## config.mk

```make
export PLATFORM = sky130hd
export DESIGN_NAME = rocauc_ctrl
export DESIGN_NICKNAME = d
export VERILOG_FILES = /design/src/hw/rtl/rocauc_pkg.sv /design/src/hw/rtl/rocauc_ctrl.sv
export SDC_FILE = /design/constraint.sdc
export NUM_CORES = 1
export LEC_CHECK = 0
export BUFFER_PORTS_ARGS = -buffer_cell sky130_fd_sc_hd__buf_2
export CAP_MARGIN = 20
export CORE_AREA = 8 8 45 47
export CTS_BUF_LIST = sky130_fd_sc_hd__clkbuf_4 sky130_fd_sc_hd__clkbuf_8 sky130_fd_sc_hd__clkbuf_16
export DETAILED_ROUTE_END_ITERATION = 10
export DIE_AREA = 0 0 53 55
export PLACE_DENSITY_LB_ADDON = 0.1
export RECOVER_POWER = 100
export SLEW_MARGIN = 20
export SYNTH_ARGS = -nofsm -noshare
export SYNTH_HDL_FRONTEND = slang
export SYNTH_SLANG_ARGS = --single-unit
```

## constraint.sdc

```tcl
create_clock -name clk_i -period 2.9 [get_ports clk_i]
set_clock_uncertainty 0.05 [all_clocks]
set_input_delay 0.29 -clock clk_i [delete_from_list [all_inputs] [get_ports clk_i]]
set_output_delay 0.29 -clock clk_i [all_outputs]
set_load 0.02 [all_outputs]
```

## src/hw/rtl/rocauc_pkg.sv

```systemverilog
// Shared types and constants for the pairwise ROC AUC core.
package rocauc_pkg;

  // Controller states.
  typedef enum logic [2:0] {
    ST_IDLE,
    ST_PRIME,
    ST_COMPARE,
    ST_SETTLE,
    ST_LOAD,
    ST_DIVIDE,
    ST_EMIT
  } ctrl_state_e;

  // Commands from the controller to the datapath.
  typedef struct packed {
    logic load;       // store the incoming sample
    logic pair_init;  // clear pair score and pair indices
    logic pair_step;  // issue the next pair read
    logic div_init;   // load the divider
    logic div_step;   // one restoring division step
    logic clear_set;  // reset counts and drop flag
  } dp_cmd_t;

  // Status from the datapath to the controller.
  typedef struct packed {
    logic degenerate;
    logic pair_last;
    logic div_done;
  } dp_status_t;

endpackage

```

## src/hw/rtl/rocauc_ctrl.sv

```systemverilog
// Controller state machine for loading, pair walking, division and result.
module rocauc_ctrl import rocauc_pkg::*; (
  input  logic       clk_i,
  input  logic       rst_ni,
  input  logic       start,
  input  logic       last_i,
  input  dp_status_t status_i,
  output dp_cmd_t    cmd_o,
  output logic       busy,
  output logic       done_o
);

  ctrl_state_e state_q, state_d;
  logic        accept;

  assign accept = start && !busy;

  // Next state.
  always_comb begin
    state_d = state_q;
    case (state_q)
      ST_IDLE: begin
        if (accept && last_i) state_d = ST_PRIME;
      end
      ST_PRIME: begin
        state_d = status_i.degenerate ? ST_EMIT : ST_COMPARE;
      end
      ST_COMPARE: begin
        if (status_i.pair_last) state_d = ST_SETTLE;
      end
      ST_SETTLE: state_d = ST_LOAD;
      ST_LOAD: state_d = ST_DIVIDE;
      ST_DIVIDE: begin
        if (status_i.div_done) state_d = ST_EMIT;
      end
      ST_EMIT: state_d = ST_IDLE;
      default: state_d = ST_IDLE;
    endcase
  end

  // Outputs.
  always_comb begin
    cmd_o  = '0;
    busy   = 1'b1;
    done_o = 1'b0;
    case (state_q)
      ST_IDLE: begin
        busy = 1'b0;
        cmd_o.load = accept;
      end
      ST_PRIME: cmd_o.pair_init = 1'b1;
      ST_COMPARE: cmd_o.pair_step = 1'b1;
      // The final pair read is accounted in this cycle.
      ST_SETTLE: busy = 1'b1;
      // The pair score is complete, so the divider can take it.
      ST_LOAD: cmd_o.div_init = 1'b1;
      ST_DIVIDE: cmd_o.div_step = 1'b1;
      ST_EMIT: begin
        done_o = 1'b1;
        cmd_o.clear_set = 1'b1;
      end
      default: busy = 1'b1;
    endcase
  end

  // State register.
  always_ff @(posedge clk_i or negedge rst_ni) begin
    if (!rst_ni) begin
      state_q <= ST_IDLE;
    end else begin
      state_q <= state_d;
    end
  end

  a_busy: assert property (@(posedge clk_i) disable iff (!rst_ni)
    done_o |-> busy) else $error("result while idle");
  a_emit: assert property (@(posedge clk_i) disable iff (!rst_ni)
    done_o |=> !done_o) else $error("double result");
  a_load: assert property (@(posedge clk_i) disable iff (!rst_ni)
    cmd_o.load |-> state_q == ST_IDLE) else $error("load while busy");

endmodule

```

After elaboration in Yosys (flattened, before gate mapping)
Cells that the tools add are included.
{ "classes": {"n_eq_ne": 9, "muxes": 12, "n_reduce_logical": 4} }
{ "ops": {"columns": ["operator", "n"], "rows": [
  ["3-bit case mux with 6 select lines", 1],
  ["3-bit 2-to-1 mux", 4],
  ["3-bit == test, second input constant", 3],
  ["1-bit 2-to-1 mux", 7],
  ["3-bit by 2-bit == test with 1-bit output, second input constant", 2],
  ["2-bit inequality test, second input constant", 2],
  ["3-bit by 1-bit == test with 1-bit output, second input constant", 1],
  ["3-bit logical NOT", 1],
  ["3-bit AND reduction", 1],
  ["1-bit logical AND", 2],
  ["2-bit by 1-bit inequality test with 1-bit output, second input constant", 1]
]} }
{ "word_totals": {"reg_bits": 3, "in_bits": 7, "out_inout_bits": 8, "elab_cells": 26} }

Depth between registers and ports, before layout
Gate-level depths: netlist of the first run.
{ "logic_depth": {"depth_word": 5, "depth_mapped": 4, "depth_no_buf": 2} }

Worst setup path after synthesis of the first run
OpenSTA, ideal clock, no wires.
{ "synth_timing": {"path_type": "register -> output", "start": "reg state_q[1]", "end": "out cmd_o[5] in the netlist's numbering", "arrival_time_ns": 1.189, "required_time_ns": 2.560, "setup_slack_ns": 1.371, "stages_incl_launch_ff": 4, "n_path_buf": 1, "path_cell_list": "dfrtp_1 buf_6 or3_4 nor2_1"} }
{ "synth_lines": {"columns": ["item", "line_no", "rtl"], "rows": [
  ["from (decl)", "rocauc_ctrl.sv:13", "ctrl_state_e state_q, state_d;"],
  ["from (signal assigned)", "rocauc_ctrl.sv:71", "state_q <= state_d;"],
  ["to (decl)", "rocauc_ctrl.sv:8", "output dp_cmd_t cmd_o,"]
]} }

==> results of run 1 <==
-- worst paths after layout --
check,from,endpoint,slack (ns),cells past startpoint
max in group asynchronous,rst_ni,state_q[0],2.31,2
worst max-delay path,state_q[2],cmd_o[5],1.12,3
worst min-delay path,status_i[1],state_q[0],0.26,2
worst min register to register,state_q[1],state_q[1],0.58,1
min in group asynchronous,rst_ni,state_q[2],0.34,2
worst max register to register,state_q[0],state_q[0],1.70,2
-- cells in the final DEF (no fill, tap or decap) --
cell type and count:
sky130_fd_sc_hd__a221o_1 1, sky130_fd_sc_hd__and2_1 1, sky130_fd_sc_hd__and2b_1 1, sky130_fd_sc_hd__and4bb_2 1, sky130_fd_sc_hd__buf_2 6, sky130_fd_sc_hd__clkbuf_1 8
sky130_fd_sc_hd__clkbuf_4 4, sky130_fd_sc_hd__dfrtp_1 3, sky130_fd_sc_hd__dlygate4sd3_1 1, sky130_fd_sc_hd__inv_1 1, sky130_fd_sc_hd__nand2_1 2, sky130_fd_sc_hd__nand2b_1 1
sky130_fd_sc_hd__nor2_1 3, sky130_fd_sc_hd__nor3b_1 2, sky130_fd_sc_hd__o21ai_0 2, sky130_fd_sc_hd__o22ai_1 1, sky130_fd_sc_hd__or3_1 1, sky130_fd_sc_hd__xnor2_1 1
-- cell usage after synthesis --
master,number
sky130_fd_sc_hd__o22ai_1,1
sky130_fd_sc_hd__nand2b_1,1
sky130_fd_sc_hd__and2b_1,1
sky130_fd_sc_hd__dfrtp_1,3
sky130_fd_sc_hd__nor2_1,3
sky130_fd_sc_hd__a221o_1,1
sky130_fd_sc_hd__o21ai_0,2
sky130_fd_sc_hd__buf_6,1
sky130_fd_sc_hd__or3_4,1
sky130_fd_sc_hd__nor3b_1,2
sky130_fd_sc_hd__nand2_1,2
sky130_fd_sc_hd__buf_4,2
sky130_fd_sc_hd__inv_1,1
sky130_fd_sc_hd__and2_1,1
sky130_fd_sc_hd__xnor2_1,1
sky130_fd_sc_hd__and4bb_2,1
-- cell type report --
class,instances,area (sq um),share of cell area (%)
inverter,1,3.754,1.224
multi-input combinational,17,107.6,35.10
sequential,3,75.07,24.49
tap,16,20.02,6.531
clock buffer,4,30.03,9.796
timing repair buffer,15,70.07,22.86
-- metrics by stage --
step	std cells	setup WS, ns	hold slack, ns
2_1_floorplan	24	1.371	-0.05559
3_3_place_gp	51	1.463	0.03701
3_5_place_dp	51	1.434	0.03773
4_1_cts	56	1.185	0.2428
6_report	56	1.123	0.2551
5_1_grt	56	1.014	0.2555
-- where the power goes --
group	switching, mW	internal, mW
Clock	0.0210	0.0608
Combinational	0.104	0.0729
Sequential	0.0429	0.0623
Total	0.168	0.196
-- repair_timing --
| item | in CTS | in global routing |
|---|---|---|
| gates resized for setup | 0 | 0 |
| hold buffers | 1 | 0 |
| hold endpoints to repair | 3 | 0 |
-- cell families after synthesis --
kind of cell              Yosys count  share of synthesized area [%]
xor gates and xnor gates            1                          4.024
AOI/OAI and AO/OA                   4                          12.07
buffers and inverters               4                          13.79
and+or+nand+nor                    12                          35.63
DFF                                 3                          34.48
-- layer usage --
layer / vias to the layer above / part of all wire [%] / track usage (%) / routed length, um
li1: 111 / - / - / -
met1: 97 / 40 / 5.030 / 254
met2: 8 / 50 / 7.813 / 320
met3: 2 / 8.6 / 4.011 / 55
met4: 0 / 1.4 / 7.759 / 9
met5: - / 0 / 0 / 0
==> impl_metrics.tcl, run 1 <==
set metrics [dict create \
    slew_headroom_pct 81.39 \
    number_of_max_slew_violations_in_the_final_report 0 \
    worst_setup_hold_path_clk_slew_ns 0.04 \
    number_of_buffers_inserted_by_post_cts_setup_repair 0 \
    max_freq_mhz 562.7 \
    setup_viol_count_final 0 \
    critical_path_fanouts_max 8 \
    grt_first_pass_wirelength_mm 1.104 \
    power-per-cell-area_nw_per_um2 1189 \
    wl_per_cell_um 11.41 \
    design_power_total_uw 364.4 \
    core_region_area_sq_um 1384 \
    insertion_delay_ns 0.23 \
    antenna_found_initial 0 \
    crit_path_top_delay_cell "sky130_fd_sc_hd__dfrtp_1" \
    totalNegativeSetupSlack_ns 0 \
    ant_nets 0 \
    rsz_0062_raised_after_global_routing "no" \
    static_leakage_power_nw 0.1360 \
    finalCritPeriodShare_pct 61.28 \
    cpPeakStageDelay_ns 0.45 \
    detailedRoute.firstIterationViolations 6 \
    vias 218 \
    grt_start_max_net_pins 11 \
    htree_levels 1 \
    worst-endpoint-required_ns 2.56 \
    synth_area_per_cell_sq_um 9.071 \
    postSynthCellCount 24 \
    setup.worst_path.start_class "flip-flop" \
    numClockSinks 3 \
    max_cap_viol_count 0 \
    regMostFlops "state_q" \
    synth_top_cells_by_area "sky130_fd_sc_hd__dfrtp_1 (34%), sky130_fd_sc_hd__buf_4 (6.9%), sky130_fd_sc_hd__nor3b_1 (6.9%)" \
    firstDrtPassIters 2 \
    die_h_um 55 \
    power.ir.vdd_worst_mv 0.2963 \
    final_util_pct 22.15 \
    flip_flop_count_of_the_largest_register_after_layout 3 \
    top_level_ports 15 \
    post-route-drc-count 0 \
    cts_buffer_depth 2 \
    gr-usage-all-layers_pct 5.799 \
    final_nets 48 \
    die_w_um 53 \
    finalInstanceArea_sq_um 306.5 \
    gp_congestion 0.5941 \
    antennaDiodeCount 0 \
    globalRouteOverflowTotal 0 \
    outcome "finished, final reports clean" \
    port-buffer-count 14 \
    synth_top_area_cell "sky130_fd_sc_hd__dfrtp_1" \
    drive_above_1_share_pct 27.50 \
    post_synth_instance_area_sq_um 217.7 \
    path_cells "or3_1 -> nor2_1 -> clkbuf_1" \
    dpl.hpwl_um 524.8 \
    post_drt_via_cell_ratio 3.893 \
    number_of_failing_hold_endpoints_at_the_final_stage 0 \
    grt_pass1_vias 272 \
    timing_worst_setup_path_type "reg2out" \
    cts-root-buf "sky130_fd_sc_hd__clkbuf_4" \
    placement.cell_area_sq_um 281.5 \
    largest_registers "state_q: 3 flops" \
    tritoncts "yes" \
    synthesis.yosys.warnings 0 \
    initial_core_util_pct 15.73 \
    final.min_clock_period_ns 1.777 \
    drt-total-wl_um 639 \
    n_fill_cell 160 \
    critPathTopFamily "simple AND/OR/NAND/NOR gates" \
    worst_hold_class "in2reg" \
    synth-seq-area-share_pct 34.48 \
    mappedNetlistNets 31 \
    syn2layout_area_growth_pct 40.80 \
    critical_path_buf_inv_count 1 \
    ys_ff_latch 3 \
    yosys.area.top_type_share_pct 34.48 \
    rows 14 \
    worstPathArrival_ns 1.44 \
    worst_slew_pin_slew_ns 0.2785 \
    total_die_area_sq_um 2915 \
    synthDistinctLibCells 16 \
    cts_buffers 3 \
    critical_path.endpoint_type "output pin" \
]
No activity file was read; power rests on OpenSTA's default activity.
==> run 2: changes to the inputs <==
==> constraint.sdc (replaced) <==
create_clock -name clk_i -period 1.8 [get_ports clk_i]
set_clock_uncertainty 0.05 [all_clocks]
set_input_delay 0.18 -clock clk_i [delete_from_list [all_inputs] [get_ports clk_i]]
set_output_delay 0.18 -clock clk_i [all_outputs]
set_load 0.02 [all_outputs]
==> impl_metrics.tcl, run 2 (synthesis results as in run 1) <==
set metrics [dict create \
    layout.cells.most_common_list "sky130_fd_sc_hd__clkbuf_1 (7), sky130_fd_sc_hd__buf_2 (6), sky130_fd_sc_hd__clkbuf_4 (4)" \
    die_w_um 53 \
    finalCritPeriodShare_pct 88.67 \
    regMostFlops "state_q" \
    rsz_0062_raised_after_global_routing "no" \
    min_delay_path_depth 2 \
    numClockSinks 3 \
    number_of_failing_hold_endpoints_at_the_final_stage 0 \
    final_util_pct 22.24 \
    rows 14 \
    port-buffer-count 14 \
    finalInstanceArea_sq_um 307.8 \
    path_cells "or3_1 -> nor2_1 -> clkbuf_2" \
    dpl.hpwl_um 524.8 \
    worst_hold_class "in2reg" \
    reg2regPathDepth 2 \
    number_of_max_slew_violations_in_the_final_report 0 \
    placement.cell_area_sq_um 281.5 \
    power.ir.vdd_worst_mv 0.4839 \
    globalRouteMet1Util_pct 5.030 \
    cts_buffers 3 \
    wl_per_cell_um 11.39 \
    initial_core_util_pct 15.73 \
    top_usage_layer "met2" \
    detailedRoute.firstIterationViolations 6 \
    total_die_area_sq_um 2915 \
    vias 218 \
    antennaDiodeCount 0 \
    max_freq_mhz 626.6 \
    setup.worst_path.start "state_q[2]" \
    critical_path_fanouts_max 8 \
    worst_setup_hold_path_clk_slew_ns 0.04 \
    static_leakage_power_nw 0.1393 \
    cts_buffer_depth 2 \
    drt-total-wl_um 638 \
    setup_viol_count_final 0 \
    firstDrtPassIters 2 \
    cpPeakStageDelay_ns 0.45 \
    n_fill_cell 161 \
    slew_headroom_pct 81.39 \
    post_drt_via_cell_ratio 3.893 \
    regArea_sq_um 75.07 \
    hold-path-endpoint "state_q[0]" \
    worst-endpoint-required_ns 1.57 \
    cts-root-buf "sky130_fd_sc_hd__clkbuf_4" \
    power-per-cell-area_nw_per_um2 1913 \
    multiInputGateArea_sq_um 107.6 \
    insertion_delay_ns 0.23 \
    grt_first_pass_wirelength_mm 1.104 \
    min_from "status_i[1]" \
    instances_no_fill 56 \
    most_common_library_cell_in_the_layout_ignoring_fill_and_taps "sky130_fd_sc_hd__clkbuf_1" \
    outcome "finished, final reports clean" \
    critical_path.endpoint_type "output pin" \
    gp_congestion 0.5941 \
    worst_slew_pin_slew_ns 0.2785 \
    largest_registers "state_q: 3 flops" \
    ant_nets 0 \
    flip_flop_count_of_the_largest_register_after_layout 3 \
    die_h_um 55 \
    tritoncts "yes" \
    post-route-drc-count 0 \
    htree_levels 1 \
    antenna_found_initial 0 \
    design_power_total_uw 588.9 \
    globalRouteOverflowTotal 0 \
    grt_pass1_vias 272 \
    regToRegSetupSlack_ns 0.60 \
    syn2layout_area_growth_pct 41.38 \
    setup.worst_path.start_class "flip-flop" \
    top_level_ports 15 \
    worstPathArrival_ns 1.37 \
    met2_usage_pct 7.813 \
    crit-reg2reg-launch "state_q[0]" \
    drive_above_1_share_pct 30.00 \
    crit-reg2reg-capture "state_q[0]" \
    placed_cells 51 \
    final_nets 48 \
    gr-usage-all-layers_pct 5.799 \
    number_of_buffers_inserted_by_post_cts_setup_repair 0 \
    crit_path_top_delay_cell "sky130_fd_sc_hd__dfrtp_1" \
    use_met3_pct 4.011 \
    final.min_clock_period_ns 1.596 \
    totalNegativeSetupSlack_ns 0 \
    max_cap_viol_count 0 \
    timing_worst_setup_path_type "reg2out" \
    core_region_area_sq_um 1384 \
    grt_start_max_net_pins 11 \
]
==> run 2: worst max path at each step <==
stage	endpoint	slack, ns	cells after the start
after detailed placement	cmd_o[5]	0.44	3
after global routing	cmd_o[5]	0.1	3
after CTS	cmd_o[5]	0.20	3
after global placement	cmd_o[5]	0.47	3
final	cmd_o[5]	0.20	3
after floorplan	state_q[0]	0.36	3
==> run 2: critical path: cells and delay by family (launching register included) <==
kind | cells | cell delay (ns)
simple gates | 2 | 0.51
flops | 1 | 0.45
buf+inv | 1 | 0.18
==> run 2: cell type report <==
| class | instances | share of cell area (%) |
|---|---|---|
| Sequential cell | 3 | 24.39 |
| Clock buffer | 4 | 9.756 |
| Timing Repair Buffer | 15 | 23.17 |
| Multi-Input combinational cell | 17 | 34.96 |
| Inverter | 1 | 1.220 |
| Tap cell | 16 | 6.504 |
==> run 2: where the power goes <==
| part | total [mW] | switching (mW) | internal (mW) |
|---|---|---|---|
| logic | 0.287 | 0.168 | 0.119 |
| clock network | 0.132 | 0.0339 | 0.0980 |
| registers | 0.169 | 0.0691 | 0.100 |
| total | 0.589 | 0.271 | 0.318 |
==> run 2: stage by stage <==
stage | hold WS [ns] | worst slack [ns]
after floorplan | -0.1656 | 0.3585
after detailed placement | -0.07227 | 0.4440
after global placement | -0.07197 | 0.4735
after global routing | 0.1455 | 0.09599
final | 0.1451 | 0.2040
after CTS | 0.1328 | 0.1953
==> run 2: per-layer routing <==
metal  vias up  share of wire (%)
met5         -                  0
met4         0                1.4
met3         2                8.6
met2         8                 50
met1        97                 40
li1        111                  -
==> run 2: repair_timing <==
| item | 4_1_cts | 5_1_grt |
|---|---|---|
| hold endpoints to repair | 3 | 0 |
| gates resized for setup | 0 | 0 |
| hold buffers | 1 | 0 |
